<file path="src/hdl/assert_macros.svh">
// Assertion helpers for the RTL; included by sorted_name_table_insert.sv.
`ifndef ASSERT_MACROS_SVH
`define ASSERT_MACROS_SVH

// Condition that must hold at every rising clock edge out of reset.
`define ASSERT_ALWAYS(lbl, clk, rstn, expr, msg) \
    lbl: assert property (@(posedge clk) disable iff (!(rstn)) (expr)) else $error(msg);

// Same-cycle implication.
`define ASSERT_IMPLY(lbl, clk, rstn, ante, cons, msg) \
    lbl: assert property (@(posedge clk) disable iff (!(rstn)) (ante) |-> (cons)) \
        else $error(msg);

// Next-cycle implication.
`define ASSERT_NEXT(lbl, clk, rstn, ante, cons, msg) \
    lbl: assert property (@(posedge clk) disable iff (!(rstn)) (ante) |=> (cons)) \
        else $error(msg);

`endif

</file>
<file path="src/hdl/snt_pkg.sv">
package snt_pkg;

    // Table geometry
    localparam int LIST_MAX = 8;
    localparam int NAME_LEN = 80;
    localparam int ROWS     = LIST_MAX + 1;           // one spare row collects the pending name
    localparam int SLOT_W   = $clog2(LIST_MAX);
    localparam int ROW_W    = $clog2(ROWS);
    localparam int CNT_W    = $clog2(LIST_MAX + 1);
    localparam int POS_W    = $clog2(NAME_LEN);

    // Result status codes
    localparam logic [1:0] STAT_INSERTED = 2'd0;
    localparam logic [1:0] STAT_FULL     = 2'd1;
    localparam logic [1:0] STAT_DATA     = 2'd2;
    localparam logic [1:0] STAT_EMPTY    = 2'd3;

    // Operation codes
    localparam logic OP_CHAR = 1'b0;
    localparam logic OP_READ = 1'b1;

    typedef logic [ROW_W-1:0] t_row;

    // Insert command to the slot map
    typedef struct packed {
        logic              ins;
        logic [SLOT_W-1:0] slot;
        logic [POS_W-1:0]  len;
    } t_map_ctl;

endpackage

</file>
<file path="src/hdl/snt_slot_map.sv">
// Slot-to-row map and per-slot name lengths.
// Position LIST_MAX of the map always holds the row collecting the pending name.
// Insert at slot k rotates positions k..LIST_MAX right by one, so the pending
// row lands at k and an unused row becomes the next pending row.
module snt_slot_map import snt_pkg::*; (
    input  logic              i_clk,
    input  logic              i_rst_n,
    input  t_map_ctl          i_ctl,
    input  logic [SLOT_W-1:0] i_sel,
    output t_row              o_sel_row,
    output logic [POS_W-1:0]  o_sel_len,
    output t_row              o_pend_row
);

    t_row             r_map [0:LIST_MAX];
    t_row             n_map [0:LIST_MAX];
    logic [POS_W-1:0] r_len [0:LIST_MAX-1];
    logic [POS_W-1:0] n_len [0:LIST_MAX-1];

    // Rotation on insert, each position looks at itself, its lower neighbor and the pending position only
    always_comb begin
        n_map[0] = (i_ctl.ins && i_ctl.slot == '0) ? r_map[LIST_MAX] : r_map[0];
        for (int j = 1; j <= LIST_MAX; j++) begin
            if (i_ctl.ins && ROW_W'(j) == ROW_W'(i_ctl.slot)) begin
                n_map[j] = r_map[LIST_MAX];
            end else if (i_ctl.ins && ROW_W'(j) > ROW_W'(i_ctl.slot)) begin
                n_map[j] = r_map[j-1];
            end else begin
                n_map[j] = r_map[j];
            end
        end
        n_len[0] = (i_ctl.ins && i_ctl.slot == '0) ? i_ctl.len : r_len[0];
        for (int j = 1; j < LIST_MAX; j++) begin
            if (i_ctl.ins && SLOT_W'(j) == i_ctl.slot) begin
                n_len[j] = i_ctl.len;
            end else if (i_ctl.ins && SLOT_W'(j) > i_ctl.slot) begin
                n_len[j] = r_len[j-1];
            end else begin
                n_len[j] = r_len[j];
            end
        end
    end

    // Map must stay a permutation, so it resets to identity
    always_ff @(posedge i_clk) begin
        if (!i_rst_n) begin
            for (int j = 0; j <= LIST_MAX; j++) begin
                r_map[j] <= ROW_W'(j);
            end
        end else begin
            for (int j = 0; j <= LIST_MAX; j++) begin
                r_map[j] <= n_map[j];
            end
        end
    end

    // Lengths are only read for live slots
    always_ff @(posedge i_clk) begin
        for (int j = 0; j < LIST_MAX; j++) begin
            r_len[j] <= n_len[j];
        end
    end

    assign o_sel_row  = r_map[ROW_W'(i_sel)];
    assign o_sel_len  = r_len[i_sel];
    assign o_pend_row = r_map[LIST_MAX];

endmodule

</file>
<file path="config.mk">
export PLATFORM = sky130hd
export DESIGN_NAME = snt_slot_map
export DESIGN_NICKNAME = d
export VERILOG_FILES = /design/src/hdl/assert_macros.svh /design/src/hdl/snt_pkg.sv /design/src/hdl/snt_slot_map.sv
export SDC_FILE = /design/constraint.sdc
export NUM_CORES = 1
export LEC_CHECK = 0
export BUFFER_PORTS_ARGS = -buffer_cell sky130_fd_sc_hd__clkbuf_2
export CAP_MARGIN = 30
export CORE_ASPECT_RATIO = 0.9
export CORE_MARGIN = 1.5
export CORE_UTILIZATION = 55
export CTS_BUF_LIST = sky130_fd_sc_hd__clkbuf_16
export DETAILED_ROUTE_END_ITERATION = 8
export MAX_ROUTING_LAYER = met4
export PLACE_DENSITY = 0.73
export SETUP_SLACK_MARGIN = 0.1
export SLEW_MARGIN = 20
export SYNTH_ARGS = -nofsm -noshare
export SYNTH_HDL_FRONTEND = slang
export SYNTH_SLANG_ARGS = --single-unit
export TNS_END_PERCENT = 10
</file>
<file path="constraint.sdc">
create_clock -name i_clk -period 3.9 [get_ports i_clk]
set_input_delay 0.195 -clock i_clk [delete_from_list [all_inputs] [get_ports i_clk]]
set_output_delay 0.195 -clock i_clk [all_outputs]
set_load 0.02 [all_outputs]
</file>
Word level (Yosys, flattened, before mapping)

Memory sizes are Yosys's and may differ from the RTL's.
Cells that the tools add are included.

Bits in registers: 0
Memory bits (writable): 92
Input bits: 16
Output and inout bits: 15
Word-level logic and storage cells: 98
Memories: 2

Memories:

| memory | depth | bits a word | read ports | clocked after memory_dff | wr ports | RTL line           | text |
|---|---|---|---|---|---|---|---|
| r_len  | 8     | 7           | 8          | 0                        | 8        | snt_slot_map.sv:17 | `logic [POS_W-1:0] r_len [0:LIST_MAX-1];` |
| r_map  | 9     | 4           | 10         | 0                        | 9        | snt_slot_map.sv:15 | `t_row r_map [0:LIST_MAX];` |

Order comparisons: 14
Equal/unequal tests: 8
Muxes and demuxes: 42
Bitwise gates (word level): 9
Reduce and logical (&&, ||, !) cells: 23

Operators by type and width:

| operator                                                                       | count |
|---|---|
| 7-bit 2-to-1 mux                                                               | 15 |
| 4-bit 2-to-1 mux                                                               | 25 |
| 3-bit greater-than comparator, first input constant                            | 8 |
| 1-bit logical AND                                                              | 22 |
| 3-bit == test, first input constant                                            | 4 |
| 2-bit by 3-bit greater-than comparator with 1-bit output, first input constant | 4 |
| 1-bit bitwise OR                                                               | 9 |
| 2-bit by 3-bit == test with 1-bit output, first input constant                 | 2 |
| 1-bit by 3-bit greater-than comparator with 1-bit output, first input constant | 2 |
| 1-bit by 3-bit == test with 1-bit output, first input constant                 | 1 |
| 3-bit logical NOT                                                              | 1 |
| 1-bit 2-to-1 mux                                                               | 2 |
| 2-bit != test, second input constant                                           | 1 |

Logic depth before layout (Yosys ltp)

Gate-level depths: netlist of run 1.

Word-level depth: 5
Gate-level depth with buffers: 6
Mapped depth without buffers: 4

Least setup slack after synthesis of run 1

OpenSTA, ideal clock, no wires.

Kind: input-to-reg
Start: in i_ctl[8] (netlist name)
End: mem r_len[2][0] (netlist name) (enable)
Library setup time: 0.380 ns
Data arrival time: 1.199 ns
Data required time: 3.520 ns
Path slack: 2.321 ns
Cell stages on the path: 4
Buffers on the path: 3
Path through: buf_4 buf_6 buf_2 a21oi_1

RTL lines:

| what               | RTL line           | text |
|---|---|---|
| start: declaration | snt_slot_map.sv:8  | `input t_map_ctl i_ctl,` |
| end: declaration   | snt_slot_map.sv:17 |  |

Final worst setup path of run 1

Start: in i_sel[0]
End: out o_sel_len[6]

Word-level cells in the longest chain between the ends: 1

Ends and longest elaborated chain:

| what               | RTL line           | text |
|---|---|---|
| start: declaration | snt_slot_map.sv:9  | `input logic [SLOT_W-1:0] i_sel,` |
| memory 8 x 7 bit   | -                  |  |
| end: declaration   | snt_slot_map.sv:11 | `output logic [POS_W-1:0] o_sel_len,` |

Every way passes these cells.

==> metrics.cfg, run 1 <==
[cts]
cts_made_buffers=9
ctsResizeCount=0
cts.sinks=92
root_buffer=clkbuf_16
worst_skew_pair.late_latency_ps=330
htree_levels=3
clk_pin_slew_worst_paths_ps=60
cts_hold_buf=0
cts_tree=done
clock_path_buffers=2
cts_setup_buffers=0

[timing]
period_needed_ps=2110
finClkSkew_ps=1.77
setup_viol=0
finalMaxSlewViolations=0
fin_crit_sh_pct=54.2
fmax_ghz=0.473
fin_tns_setup_ps=0
rsz0062_at_grt=no
worst_pin_slew_ps=854
finalHoldViolations=0
slew_headroom_pct=43.1

[critical_path]
cp.required_ps=3700
crit_slowest_cell=clkbuf_2
cp_max_fo=22
cp_cell_sequence=clkbuf_2 > mux4_2 > mux2_2 > clkbuf_2
critPathBufInv=2
arrival_ps=1920
crit_type=primary input to primary output
critPathMaxStageDelay_ps=640
startpoint_type=primary input
critical-path-top-delay-family=multiplexers
crit_top_cell=clkbuf_2
cp-end-kind=primary output

[yosys]
synth-seq-cells=92
ys.flop_type=edfxtp_1
synth_cell_types=42
async_reset_ff_share_pct=0
syn_inst=372
synth.area.top_cells=edfxtp_1 36%, dfxtp_1 15%, mux2_2 11%
netlist_area_um2=4690
yosys_warnings=0
synth-edff-count=56
synth.largest_area_cell=edfxtp_1
syn_area_per_cell_um2=12.6
synth_nets=388
synth_sequential_area_ratio_pct=51.3
synth.top_cell.area_share_pct=35.9

[detailed_routing]
dr_total_vias=3126
drtIter0Drc=241
first_pass_iters=5
vias_per_cell=6.39
post_drt_wl_per_cell_um=21.0
routed_wirelength_um=10300
drc=0
ant_nets=0

[global_route]
grt_pass1_wl_um=16800
grt_start_max_net_pins=29
antenna_found_initial=0
track_usage_pct=25.1
overflow=0
grt_pass1_vias=3026

[worst_hold_path]
hp-class=primary input to register

[die]
io-pin-count=31
start_util_pct=57.5
core_um2=8150
fp-row-count=31
die_area_um2=9080
die_h_um=90.6
die_w_um=100

[finish]
antenna_cells=0
drive_gt1_share_pct=31.5
layout.nets=401
final_cell_mix=59 x nand2_1, 56 x edfxtp_1, 47 x mux2_2, 36 x dfxtp_1, 30 x clkbuf_2
syn_to_final_growth_pct=8.22
n_fill_cell=637
mostFrequentLayoutCell=nand2_1

[power_and_ir_drop]
power_density_nw_per_um2=428
p_total_mw=2.17
irDropWorstVdd_v=0.000229
power.leakage_nw=1.89

[run]
drv_cap=0

[placement]
place_congestion=0.897
portBuffers=30
hpwl_um=6610

[outcome]
status=finished clean

power breakdown:
part | total [mW] | switching (mW) | internal (mW)
Sequential | 1.12 | 0.0397 | 1.08
Combinational | 0.261 | 0.149 | 0.112
Clock | 0.786 | 0.359 | 0.428
cells in the mapped netlist (2+ instances only):
| cell type | instances |
|---|---|
| nand4_1 | 3 |
| o221ai_1 | 2 |
| buf_6 | 3 |
| mux4_2 | 22 |
| clkbuf_1 | 10 |
| a31oi_1 | 4 |
| and4b_1 | 4 |
| buf_2 | 10 |
| a311oi_1 | 4 |
| nand3_1 | 2 |
| inv_1 | 5 |
| edfxtp_1 | 56 |
| a211oi_1 | 7 |
| nor2_1 | 19 |
| o21a_1 | 2 |
| nand4b_1 | 2 |
| o21ai_0 | 7 |
| o311ai_0 | 4 |
| nor3_1 | 2 |
| buf_4 | 9 |
| nand2_1 | 59 |
| a21boi_0 | 2 |
| a21oi_1 | 15 |
| mux2i_1 | 20 |
| dfxtp_1 | 36 |
| mux2_2 | 47 |
worst paths after layout:
path | startpoint | to | slack [ps] | cells after the start
setup / recovery | i_sel[0] | o_sel_len[6] | 1790 | 4
hold reg to reg | r_map[4][2] | r_map[4][2] | 500 | 2
setup reg to reg | r_map[8][1] | r_map[6][1] | 2770 | 3
hold / removal | i_ctl[4] | r_len[0][4] | 180 | 1
metrics by stage:
step	setup WS (ps)	instances	util, %	hold WS (ps)	instance area [um2]
after detailed placement	1650	472	58.8	480	4790
after global placement	1590	470	58.7	472	4780
after CTS	1740	488	62.1	167	5060
after global routing	1640	489	62.3	185	5070
after floorplan	2320	372	-	294	4690
final	1790	489	62.3	183	5070
state kept, by name (all words and copies together), names as in the netlist:
| signal | count |
|---|---|
| r_len | 56 |
| r_map | 36 |
metal layers:
metal	vias up	wire length, um	GRT usage, %
met5	-	0	-
met4	0	137	6.10
met3	16	766	5.42
met2	133	4710	35.8
met1	1544	4680	37.0
li1	1433	-	-
cells by family after synthesis:
group                  count (synthesis)  share of synthesized area (%)
flip-flops                            92                           51.3
multiplexers                          89                           26.1
AND/OR/NAND/NOR                      102                           10.8
buffers and inverters                 38                           4.51
AO/OA/AOI/OAI                         51                           7.32
cell type report:
type	count	area [um2]	share of cell area [%]
sequential	92	2400	47.4
multi-input combinational	242	2070	40.9
clock buffer	9	225	4.44
timing repair buffer	34	181	3.58
tap	99	124	2.44
clock inverter	7	43.8	0.864
inverter	6	22.5	0.444
Power figures use the tool's default switching activity.
==> inputs of run 2 (changes only) <==
- ABC_AREA: default -> 1
- clock period: 3.9 -> 2 ns (I/O delays scaled with it)
==> run 2 against run 1 <==
  * Global-route usage up 3.6 points
  * Die area up 5.4%
  * Critical endpoint is now o_sel_len[1]
  * Core utilization up 0.31 points
  * Routed wire length up 22%
  * Flip-flop and latch count unchanged
  * Setup slack worse by 1400 ps
  * Worst hold slack worse by 180 ps
  * Synthesized cell count up 76%
  * Register-to-register slack worse by 1800 ps
  * Synthesized area up 5.6%
  * Final cell count up 62%
==> metrics.cfg, run 2 <==
[yosys]
async_reset_ff_share_pct=0
ys.flop_type=edfxtp_1
synth.largest_area_cell=edfxtp_1
synth_nets=669
yosys_warnings=0
synth.top_cell.area_share_pct=34.0
synth-edff-count=56
synth-seq-cells=92
synth_sequential_area_ratio_pct=48.5
syn_area_per_cell_um2=7.58
synth_cell_types=26
syn_inst=653
synth_top_cells_by_count=208 x nand2_1, 70 x nor2_1, 66 x o21ai_0
synth.most_common_cell=nand2_1
synth.area.top_cells=edfxtp_1 34%, nand2_1 16%, dfxtp_1 15%
netlist_area_um2=4950

[timing]
slew_headroom_pct=56.0
finalHoldViolations=0
fin_tns_setup_ps=0
setup_viol=0
rsz0062_at_grt=no
worst_pin_slew_ps=659
fin_crit_sh_pct=81.3
finClkSkew_ps=3.55
holdWs_ps=6.05
period_needed_ps=1630
fmax_ghz=0.615
finalMaxSlewViolations=0

[critical_path]
crit_slowest_cell=clkbuf_2
critPathMaxStageDelay_ps=420
crit_top_cell=nand2_1
cp-end-kind=primary output
arrival_ps=1530
crit_type=primary input to primary output
cp.required_ps=1900
startpoint_type=primary input
cp_max_fo=27
critical-path-top-delay-family=buffers and inverters
critPathBufInv=3
cp_cell_sequence=clkbuf_2 > inv_2 > o21ai_0 > nand2_1 > nand2_1 > nand2_1 > clkbuf_2

[detailed_routing]
drc=0
first_pass_iters=5
wl_met2_um=5580
post_drt_wl_per_cell_um=15.9
wl_met1_um=5630
ant_nets=0
routed_wirelength_um=12600
dr_total_vias=4371
vias_per_cell=5.53
highest_layer=met4
drtIter0Drc=374
met3_length_um=1180

[die]
die_area_um2=9580
die_w_um=103
die_h_um=93.0
io-pin-count=31
start_util_pct=57.2
fp-row-count=32
core_um2=8650

[run]
drv_cap=0

[cts]
worst_skew_pair.late_latency_ps=340
root_buffer=clkbuf_16
ctsResizeCount=0
cts_made_buffers=9
cts_tree=done
clk_pin_slew_worst_paths_ps=60
htree_levels=3
cts.sinks=92
cts_hold_buf=0
clock_path_buffers=2
cts_setup_buffers=0

[finish]
syn_to_final_growth_pct=9.36
antenna_cells=0
drive_gt1_share_pct=12.8
final_cell_mix=208 x nand2_1, 70 x nor2_1, 66 x o21ai_0, 56 x edfxtp_1, 54 x inv_1
largest_register=r_len
top_regs=r_len: 56 flops, r_map: 36 flops
layout.nets=683
mostFrequentLayoutCell=nand2_1
largest_reg_flops=56

[power_and_ir_drop]
combPwrFrac_pct=13.1
switchingPower_mw=1.20
power.leakage_nw=2.45
pwr-share-clk_pct=37.6
intPower_mw=3.26
irDropWorstVdd_v=0.000374
seqPwrFrac_pct=49.2
power_density_nw_per_um2=824
swShare_pct=26.9

[placement]
hpwl_um=8890
portBuffers=30
place_congestion=0.927

[global_route]
track_usage_pct=28.8
grt_start_max_net_pins=29
grt_pass1_wl_um=20400
grt_pass1_vias=3936
antenna_found_initial=0
overflow=0

[outcome]
status=finished clean

[worst_hold_path]
hp-class=primary input to register

==> run 2: changes by cell type in the layout (fill, tap and decap cells not counted), sizes merged, moves of 6 or more <==
cell and change:
mux4 -22, o21ai +95, nand3 +31, o211ai +7
inv +56, mux2i -20, a21oi +6, nor2 +59
nand2 +156, a211oi -7, mux2 -47
==> run 2: power by group through the flow <==
stage / Sequential, mW / Clock, mW / Combinational, mW
3_3_place_gp: 2.23 / 0 / 0.559
5_1_grt: 2.20 / 1.76 / 0.651
2_1_floorplan: 2.21 / 0 / 0.419
6_report: 2.20 / 1.68 / 0.585
3_5_place_dp: 2.23 / 0 / 0.571
4_1_cts: 2.19 / 1.69 / 0.577
==> run 2: area by class of cell <==
class / count / area (um2)
Clock buffer: 9 / 225
Sequential cell: 92 / 2400
Timing Repair Buffer: 38 / 223
Clock inverter: 7 / 67.6
Fill cell: 797 / 3240
Tap cell: 119 / 149
Inverter: 62 / 233
Multi-Input combinational cell: 464 / 2110
==> run 2: cells by family after synthesis <==
kind of cell           after synthesis  synth area share, %
AOI/OAI and AO/OA                  130                 14.2
and+or+nand+nor                    334                 28.5
buffers and inverters               97                 8.77
DFF                                 92                 48.5
==> run 2: layer usage <==
metal  track usage [%]  vias to the layer above
li1                  -                     2162
met1              41.4                     1972
met2              41.7                      222
met3              5.46                       15
met4              8.22                        0
met5                 -                        -
==> run 2: path summary, 6_finish.rpt <==
path / start / endpoint / slack, ps / cells after the start
min: i_ctl[4] / r_len[0][4] / 6 / 1
max: i_sel[0] / o_sel_len[1] / 370 / 7
max reg2reg: r_map[8][3] / r_map[6][3] / 930 / 4
min reg2reg: r_map[0][2] / r_map[0][2] / 490 / 2
==> run 2: stage by stage <==
stage	util, %	instances	worst slack (ps)	cell area (um2)	power, mW
after global routing	62.6	791	238	5410	4.62
after detailed placement	59.2	775	414	5120	2.81
after CTS	62.6	791	424	5410	4.46
final	62.6	791	375	5410	4.46
after global placement	59.2	775	440	5120	2.79
after floorplan	-	653	793	4950	2.63
==> inputs of run 3 (changes only) <==
- clock period: 2 -> 1.5 ns (I/O delays scaled with it)
==> run 3 against run 2 <==
  * Register-to-register slack got worse by 500 ps
  * Global-route usage is 0.26 points higher
  * Clock power grew 34%
  * First-iteration DRC count down 3.2%
  * Critical path type is now register to primary output
  * Highest routed layer unchanged
==> metrics.cfg, run 3 (synthesis gave the netlist of run 2 again) <==
[outcome]
status=finished clean

[finish]
layout.nets=701
fin_area_um2=5660
largest_reg_flops=56
antenna_cells=0
stdcell_count=809
drive_gt1_share_pct=17.8
largest_register=r_len
final_cell_mix=202 x nand2_1, 67 x nor2_1, 56 x edfxtp_1, 53 x inv_1, 53 x o21ai_0
top_regs=r_len: 56 flops, r_map: 36 flops
postLayoutCoreUtil_pct=65.5
syn_to_final_growth_pct=14.4
mostFrequentLayoutCell=nand2_1
n_fill_cell=746

[placement]
place_congestion=0.899
place_ws_ps=137
portBuffers=30
place_inst=782
hpwl_um=8670
placed_area_um2=5170

[global_route]
overflow=0
grt_pass1_vias=4003
grt_pass1_wl_um=20600
grt_start_max_net_pins=28
track_usage_pct=29.0
antenna_found_initial=0

[timing]
fin_crit_sh_pct=97.4
slew_headroom_pct=67.0
fin_tns_setup_ps=0
finalHoldViolations=0
finalMaxSlewViolations=0
holdWs_ps=34.8
setup_viol=0
rsz0062_at_grt=yes
finClkSkew_ps=10.1
worst_pin_slew_ps=494
fmax_ghz=0.685
period_needed_ps=1460
setup_ws_ps=39.3

[power_and_ir_drop]
irDropWorstVdd_v=0.000704
p_total_mw=6.04
power.leakage_nw=2.55
power_density_nw_per_um2=1070

[die]
io-pin-count=31
core_um2=8650
fp-row-count=32
start_util_pct=57.2
die_w_um=103
die_h_um=93.0
die_area_um2=9580

[detailed_routing]
drc=0
drtIter0Drc=362
dr_total_vias=4411
routed_wirelength_um=12800
first_pass_iters=5
vias_per_cell=5.45
post_drt_wl_per_cell_um=15.8
ant_nets=0

[worst_hold_path]
min_delay_worst_endpoint=r_map[8][1]
hold_depth=2
hp-class=primary input to register
worstHoldStart=i_ctl[10]

[run]
drv_cap=0

[critical_path]
cp_max_fo=2
rr_endpoint=r_map[1][3]
timing.rr.start=r_map[8][3]
cp.required_ps=1420
r2r_cells=4
crit_type=register to primary output
cp-end-kind=primary output
reg2reg_slack_ps=430
arrival_ps=1390
startpoint_type=register

[cts]
clock_path_buffers=2
root_buffer=clkbuf_16
cts.sinks=92
htree_levels=3
cts_made_buffers=9
clk_pin_slew_worst_paths_ps=70
cts_tree=done
worst_skew_pair.late_latency_ps=350

-- run 3: changes by cell type in the layout (fill, tap and decap cells not counted), moves of 10 or more --
cell | before | now
dfxtp_1 | 36 | 23
o21ai_0 | 66 | 53
o21ai_1 | 28 | 39
buf_4 | 7 | 18
clkbuf_2 | 30 | 20
dfxtp_2 | 0 | 13
-- run 3: power by group --
group	leakage (nW)	switching, mW	internal, mW
Combinational	1.58	0.566	0.298
Clock	0.142	1.08	1.17
Sequential	0.832	0.100	2.83
-- run 3: routing by layer --
layer | track usage [%] | share of wire, % | wire [um] | up-vias
li1 | - | - | - | 2185
met1 | 41.7 | 45 | 5710 | 1993
met2 | 41.2 | 45 | 5790 | 214
met3 | 5.68 | 8.7 | 1120 | 19
met4 | 9.91 | 1.3 | 168 | 0
met5 | - | 0 | 0 | -
-- run 3: area by class of cell --
| type | count | area (um2) | share of cell area [%] |
|---|---|---|---|
| clock buffers | 9 | 225 | 3.98 |
| clock inverters | 7 | 67.6 | 1.19 |
| inverters | 62 | 233 | 4.11 |
| multi-input cells | 464 | 2140 | 37.8 |
| flip-flops and latches | 92 | 2420 | 42.7 |
| well taps | 119 | 149 | 2.63 |
| repair buffers | 56 | 425 | 7.52 |
-- run 3: how the worst max path moves through the flow --
stage	from	end	slack, ps	depth (start not counted)
3_5_place_dp	i_ctl[7]	r_len[4][5]	140	6
3_3_place_gp	i_ctl[10]	r_map[2][0]	200	7
2_1_floorplan	i_ctl[7]	r_len[4][0]	320	6
4_1_cts	r_len[4][0]	o_sel_len[0]	60	7
6_report	r_len[0][6]	o_sel_len[6]	40	7
5_1_grt	r_len[0][3]	o_sel_len[3]	-30	7
-- run 3: critical path, stage by stage (launching register included) --
cell and delay, ps:
edfxtp_1 430, nor2_1 110, nor2_1 40, o21ai_0 90, nand2_1 70, nand2_1 90, nand2_1 60, buf_2 160
-- run 3: repair_timing --
| action | in CTS | in global routing |
|---|---|---|
| buffers inserted | 1 | 3 |
| hold buffers | 7 | 0 |
| pin swaps | 0 | 17 |
| gates resized for setup | 10 | 51 |
| setup endpoints to repair | 11 | 11 |
| hold endpoints to repair | 7 | 0 |
